===== src/rtl/imuacf_pkg.sv =====
// Package: types, constants and helpers for the IMU complementary filter.
`default_nettype none
package imuacf_pkg;

  localparam int CordicSteps = 20;
  localparam int CordicIdxW  = $clog2(CordicSteps);
  localparam int SqrtIters   = 32;
  localparam int SqrtIdxW    = $clog2(SqrtIters);
  localparam int AddrW       = 6;
  localparam int DataW       = 64;

  localparam logic signed [32:0] WAccNew = 33'sd13107;
  localparam logic signed [32:0] WAccOld = 33'sd52429;
  localparam logic signed [32:0] WLo     = 33'sd6554;
  localparam logic signed [32:0] WHi     = 33'sd58982;

  typedef enum logic [2:0] {
    REG_ACC_OFF_X = 3'd0,
    REG_ACC_OFF_Y = 3'd1,
    REG_ACC_OFF_Z = 3'd2,
    REG_GYR_OFF_X = 3'd3,
    REG_GYR_OFF_Y = 3'd4,
    REG_GYR_OFF_Z = 3'd5,
    REG_TRIMS     = 3'd6
  } cfg_idx_e;

  typedef struct packed {
    logic signed [15:0] accel_raw_x;
    logic signed [15:0] accel_raw_y;
    logic signed [15:0] accel_raw_z;
    logic signed [15:0] gyro_raw_x;
    logic signed [15:0] gyro_raw_y;
    logic signed [15:0] gyro_raw_z;
  } in_item_t;

  typedef struct packed {
    logic signed [31:0] yaw_angle;
    logic signed [31:0] pitch_angle;
    logic signed [31:0] roll_angle;
    logic signed [31:0] yaw_rate;
    logic signed [31:0] pitch_rate;
    logic signed [31:0] roll_rate;
  } out_item_t;

  typedef struct packed {
    logic               start;
    logic [63:0]        sq_sum;
    logic signed [31:0] opp;
  } tilt_req_t;

  typedef struct packed {
    logic               done;
    logic signed [31:0] angle;
  } tilt_rsp_t;

  function automatic logic signed [31:0] atan_deg(input logic [CordicIdxW-1:0] i);
    logic signed [31:0] v;
    case (i)
      0: v = 32'sd2949120;  1: v = 32'sd1740967;  2: v = 32'sd919879;
      3: v = 32'sd466945;   4: v = 32'sd234379;   5: v = 32'sd117304;
      6: v = 32'sd58666;    7: v = 32'sd29335;    8: v = 32'sd14668;
      9: v = 32'sd7334;     10: v = 32'sd3667;    11: v = 32'sd1833;
      12: v = 32'sd917;     13: v = 32'sd458;     14: v = 32'sd229;
      15: v = 32'sd115;     16: v = 32'sd57;      17: v = 32'sd29;
      18: v = 32'sd14;      19: v = 32'sd7;       20: v = 32'sd4;
      21: v = 32'sd2;       22: v = 32'sd1;
      default: v = 32'sd0;
    endcase
    return v;
  endfunction

  function automatic logic signed [31:0] round_sat(input logic signed [65:0] s);
    logic signed [65:0] r;
    r = (s + 66'sd32768) >>> 16;
    if (r > 66'sd2147483647) return 32'sh7FFFFFFF;
    if (r < -66'sd2147483648) return 32'sh80000000;
    return r[31:0];
  endfunction

endpackage
`default_nettype wire


===== src/rtl/imuacf_tilt.sv =====
// Tilt unit: iterative square root followed by a CORDIC vectoring atan2.
`default_nettype none
module imuacf_tilt
  import imuacf_pkg::*;
(
  input  wire logic      clk_i,
  input  wire logic      rst_ni,
  input  wire tilt_req_t req_i,
  output tilt_rsp_t      rsp_o
);

  typedef enum logic [1:0] {T_IDLE, T_SQRT, T_CORD} tstate_e;

  tstate_e                 state_q;
  logic [63:0]             v_q, r_q;
  logic [SqrtIdxW-1:0]     n_q;
  logic signed [31:0]      opp_q;
  logic signed [39:0]      x_q, y_q;
  logic signed [31:0]      z_q;
  logic [CordicIdxW-1:0]   i_q;
  logic                    done_q;
  logic signed [31:0]      angle_q;

  logic [63:0]        bit_w, trial, v_d, r_d;
  logic signed [39:0] xs, ys, x_d, y_d;
  logic signed [31:0] z_d;

  always_comb begin
    bit_w = 64'd1 << {n_q, 1'b0};
    trial = r_q + bit_w;
    if (v_q >= trial) begin
      v_d = v_q - trial;
      r_d = (r_q >> 1) + bit_w;
    end else begin
      v_d = v_q;
      r_d = r_q >> 1;
    end
    xs = x_q >>> i_q;
    ys = y_q >>> i_q;
    if (y_q > 40'sd0) begin
      x_d = x_q + ys;
      y_d = y_q - xs;
      z_d = z_q + atan_deg(i_q);
    end else begin
      x_d = x_q - ys;
      y_d = y_q + xs;
      z_d = z_q - atan_deg(i_q);
    end
  end

  always_ff @(posedge clk_i or negedge rst_ni) begin
    if (!rst_ni) begin
      state_q <= T_IDLE;
      done_q  <= 1'b0;
      n_q     <= '0;
      i_q     <= '0;
    end else begin
      done_q <= 1'b0;
      unique case (state_q)
        T_IDLE: begin
          if (req_i.start) begin
            v_q     <= req_i.sq_sum;
            r_q     <= '0;
            opp_q   <= req_i.opp;
            n_q     <= SqrtIdxW'(SqrtIters - 1);
            state_q <= T_SQRT;
          end
        end
        T_SQRT: begin
          v_q <= v_d;
          r_q <= r_d;
          n_q <= n_q - 1'b1;
          if (n_q == '0) begin
            x_q <= $signed({6'd0, r_d[33:0]});
            y_q <= 40'(opp_q);
            z_q <= '0;
            i_q <= '0;
            if (opp_q == 32'sd0) begin
              angle_q <= '0;
              done_q  <= 1'b1;
              state_q <= T_IDLE;
            end else begin
              state_q <= T_CORD;
            end
          end
        end
        T_CORD: begin
          x_q <= x_d;
          y_q <= y_d;
          z_q <= z_d;
          i_q <= i_q + 1'b1;
          if (i_q == CordicIdxW'(CordicSteps - 1)) begin
            angle_q <= z_d;
            done_q  <= 1'b1;
            state_q <= T_IDLE;
          end
        end
        default: state_q <= T_IDLE;
      endcase
    end
  end

  assign rsp_o.done  = done_q;
  assign rsp_o.angle = angle_q;

endmodule
`default_nettype wire


===== config.mk =====
export PLATFORM = sky130hd
export DESIGN_NAME = imuacf_tilt
export DESIGN_NICKNAME = d
export VERILOG_FILES = /design/src/rtl/imuacf_pkg.sv /design/src/rtl/imuacf_tilt.sv
export SDC_FILE = /design/constraint.sdc
export NUM_CORES = 2
export LEC_CHECK = 0
export ABC_AREA = 1
export BUFFER_PORTS_ARGS = -buffer_cell sky130_fd_sc_hd__buf_2
export CAP_MARGIN = 10
export CORE_UTILIZATION = 55
export CTS_BUF_LIST = sky130_fd_sc_hd__clkbuf_4 sky130_fd_sc_hd__clkbuf_8
export DETAILED_ROUTE_END_ITERATION = 10
export PLACE_DENSITY = 0.72
export SLEW_MARGIN = 20
export SYNTH_ARGS = -nofsm -noshare
export SYNTH_HDL_FRONTEND = slang
export SYNTH_SLANG_ARGS = --single-unit

===== constraint.sdc =====
create_clock -name clk_i -period 11.35 [get_ports clk_i]
set_input_delay 2.27 -clock clk_i [delete_from_list [all_inputs] [get_ports clk_i]]
set_output_delay 2.27 -clock clk_i [all_outputs]
set_load 0.02 [all_outputs]

# Word-level counts from Yosys, hierarchy flattened
# Memories as Yosys holds them, arrays and structs flattened.
# Index checks and enable logic that the tools add are counted.
# Widths: inputs -> output; s select.
# word_totals
mem_count	2
rom_bits	1408
wordCells	84
reg_bits	317
# memory_table
name	words	word_bits	rd	rd_clocked_by_memory_dff	write_ports	line	source
(no name shown)	32	22	1	0	0	imuacf_pkg.sv:58	case (i)
(no name shown)	32	22	1	0	0	imuacf_pkg.sv:58	
# op_classes
eq_ne	8
order_cmp	2
shift	3
addsub	11
muxes	34
n_reduce_logical	13
# op_table
operator	count
$mux 64	4
$pmux 64 s2	2
$mux 32	7
$mux 40	4
$pmux 40 s2	2
$pmux 32 s2	2
$add 40x40->40	2
$sshr 40x5->40	2
$sub 40x40->40	2
$add 63x64->64	1
$add 64x64->64	1
$ge 64x64->1	1
$shl 1x6->64 const A	1
$sub 64x64->64	1
$gt 40x1->1 const B	1
$add 32x32->32	1
$logic_not 32->1	1
$sub 32x32->32	1
$pmux 5 s2	2
$reduce_and 3->1	4
$mux 5	2
$ne 2x2->1 const B	5
$mux 2	4
$pmux 2 s3	1
other kinds (13)	17

# Longest topological paths before layout
# depth
ltp_word	6
ltp_mapped	39

# Worst setup path before layout
# No wires, ideal clock.
# synth_timing
path_kind	register -> register
startpoint	register n_q[3]
endpoint	register v_q[0], enable pin
arrival_time_ns	8.600
required_time_ns	10.786
slack_ns	2.185
stages_incl_launch_ff	31
cell_sequence	dfrtp_1 clkbuf_1 inv_1 nand2_1 nor3_1 ha_1 nand2_1 inv_1 nand2_1 nand2_1 a21oi_1 o21a_1 nand2_1 a21boi_0 o21ai_0 a21bo_2 nand2_1 nand2_1 nand2_1 nand2_1 ha_1 nand2_1 nor2_1 nand2_1 nor2_1 and3_1 nand3_1 nand3_1 nor2_1 clkbuf_1 nor3_1
# synth_via
elab_chain_cells	5
# synth_lines
item	line	source
from (decl)	imuacf_tilt.sv:16	logic [SqrtIdxW-1:0] n_q;
from (signal assigned)	imuacf_tilt.sv:65	n_q <= SqrtIdxW'(SqrtIters - 1);
from (signal assigned)	imuacf_tilt.sv:72	n_q <= n_q - 1'b1;
$shl 1x6->64	imuacf_tilt.sv:29	bit_w = 64'd1 << {n_q, 1'b0};
$add 64x64->64	imuacf_tilt.sv:30	trial = r_q + bit_w;
$ge 64x64->1	imuacf_tilt.sv:31	if (v_q >= trial) begin
$ne 2x2->1 (no source line)	n/a	
$reduce_and 4->1 (no source line)	n/a	
to (signal assigned)	imuacf_tilt.sv:62	v_q <= req_i.sq_sum;
to (signal assigned)	imuacf_tilt.sv:70	v_q <= v_d;
to (decl)	imuacf_tilt.sv:15	logic [63:0] v_q, r_q;
# Every way passes these cells.
# A chain may end at the register's enable or synchronous reset.

# Worst setup path in the final report
# layout_timing
startpoint	register n_q[0]
endpoint	register v_q[51], enable pin
# Same word-level chain as after synthesis.

==> run summary <==
Post-cts hold buffer count - 0
Post-synth top cells - 1670 x nand2_1, 660 x nor2_1, 658 x inv_1, 503 x nand3_1, 472 x o21ai_0
Mapped Cells - 5870
Setup_tns - 0 ns
IO Pins - 132
Total GRT Usage - 39.5%
Ys Warns - 0
RSZ-0062 raised after global routing - no
First-pass GRT wire length - 212 mm
Congestion Overflow GR - 0
Largest net degree at the start of global routing - 80
CP dominant cell by count - nand2_1
Worst endpoint data arrival time - 8.03 ns
WL final - 141 mm
Via count - 40600
FMAX - 130 MHz
Post-synth top area share - 24.5%
Worst setup EP type - register
Initial Util - 55.6%
Post-CTS resize count - 0
CTS root buffer - clkbuf_8
Synth area leaders - edfxtp_1 24%, nand2_1 17%, ha_1 8.5%
Row count - 95
Mapped Avg Cell Area - 6.36 um^2
Synth Flop Type - edfxtp_1
Worst skew pair latency - 0.72 ns
Synth Area in Compound Gates - 16.7%
Crit path largest cell delay - 0.67 ns
XOR/XNOR Fraction of Synth Area - 6.06%
Synth Area in Simple Gates - 34.2%
Chip width - 262 um
CP Data Required Time - 11.68 ns
Max Slew Vio Count - 0
Highest Signal Layer - met4
Initial antenna violation count - 1
Vias per inst - 5.92
Inserted Clock Buffers - 58
GPL Wtd Cong - 1.05
Final hold vios - 0
Mux contribution to synthesized area - 0.134%
Die area - 0.0689 mm^2
Worst Max-Slew Pin Slew - 0.973 ns
Postcts setup bufs - 0
Register area share after synthesis - 25.3%
Die H - 262 um
Mapped Area - 0.0373 mm^2
Vias in the first global route - 37800
WL met3 - 10.2 mm
Final Skew - 0.0434 ns
Initial DRC count - 4137
Final period utilization - 67.8%
Slowest CP cell - buf_4
Synth-to-layout area growth - 6.85%
Yosys top cell by area - edfxtp_1
Fraction of layout cells with a size suffix above 1 - 6.23%
Final Critical Period - 7.70 ns
Routed wire per std cell - 20.5 um
Maximum buffer depth of the clock tree - 3
Reg clk slew, reported paths - 0.07 ns
Total core area - 0.0672 mm^2
Layout net count - 6293
Status - finished clean
Max_cap viols - 0
Async SR Flop Fraction - 4.10%
Most common cell in the synthesized netlist - nand2_1
Crit-path max FO - 74
Buffers plus inverters on the worst setup path - 4
CTS Sinks - 317
Wl on met1 - 55.4 mm
Syn_nets - 6227
Netlist cell types - 65
R2r setup slk - 3.65 ns
CP Launch Type - register
Crit-path leading delay family - simple AND/OR/NAND/NOR gates
Post-synth EDFFs - 304
Worst hold path class - register to register
CTS H-tree depth - 2
WS Path Type - register to register
Synth Register Bits - 317
Slew HR - 35.0%
Synth Area in Adders - 8.73%
DP Wirelength - 114 mm
CTS tree - done
Quantity of I/O buffers inserted on ports - 131
DRC viols - 0
DRT antenna net count - 0
DRT Pass-1 Iters - 6
Setup-failing EPs final - 0
Main combinational cell family by area after synthesis - simple AND/OR/NAND/NOR gates
Metal2 WL - 64.6 mm
==> layout make-up <==
class / count / area [um^2]
inverter: 669 / 2520
fill: 6828 / 27300
sequential: 317 / 9460
antenna: 1 / 2.50
timing repair buffer: 163 / 896
tap: 873 / 1090
multi-input combinational: 4727 / 24600
clock inverter: 34 / 342
clock buffer: 75 / 951
==> worst min-delay path, cell delays in order, from the launching register on <==
cell and delay, ns:
edfxtp_1 0.34, nand2_1 0.05, o21ai_0 0.06
==> state kept, by name, summed over array words and instances (netlist names) <==
| register | flops |
|---|---|
| angle_q | 32 |
| done_q | 1 |
| i_q | 5 |
| n_q | 5 |
| opp_q | 32 |
| r_q | 64 |
| state_q | 2 |
| v_q | 64 |
| x_q | 40 |
| y_q | 40 |
| z_q | 32 |
==> logic make-up after synthesis <==
logic type	after synthesis
AND/OR/NAND/NOR	3073
AO/OA/AOI/OAI	1133
buffers and inverters	826
flip-flops	317
XOR/XNOR	258
adder cells (fa/ha/maj)	258
multiplexers	5
==> final timing paths <==
kind | startpoint | cells after the start | to
min in group asynchronous | rst_ni | 1 | i_q[1]
max in group asynchronous | rst_ni | 1 | i_q[4]
hold / removal | opp_q[10] | 2 | y_q[10]
hold reg to reg | opp_q[10] | 2 | y_q[10]
setup / recovery | n_q[0] | 26 | v_q[51]
setup reg to reg | n_q[0] | 26 | v_q[51]
==> stage by stage <==
| step | util, % | setup WS, ns | hold WS [ns] | cell area (um^2) | instances |
|---|---|---|---|---|---|
| after global placement | 57.4 | 4.00 | 0.538 | 38600 | 6749 |
| after CTS | 59.4 | 3.77 | 0.564 | 39900 | 6858 |
| final | 59.4 | 3.65 | 0.564 | 39900 | 6859 |
| after detailed placement | 57.4 | 3.79 | 0.548 | 38600 | 6749 |
| after floorplan | - | 2.19 | 0.514 | 37300 | 5870 |
| after global routing | 59.4 | 3.08 | 0.597 | 39900 | 6859 |
==> placed cells by master, fill, tap and decap left out, drive strengths merged, types with 57 or more instances in the layout <==
cell / n
a21oi: 372
a31oi: 68
buf: 163
clkbuf: 75
edfxtp: 304
ha: 254
inv: 668
nand2: 1675
nand3: 508
nor2: 682
nor3: 57
o21ai: 538
xnor2: 103
xor2: 155
==> layer usage <==
layer / vias up / global-route usage, %
met5: - / 0
met4: 0 / 26.5
met3: 496 / 5.06
met2: 1905 / 65.9
met1: 18400 / 47.7
li1: 19800 / -
Power is left out: the tool's default activity adds up to more than one toggle a clock period on the data nets, which glitch-free logic cannot reach.
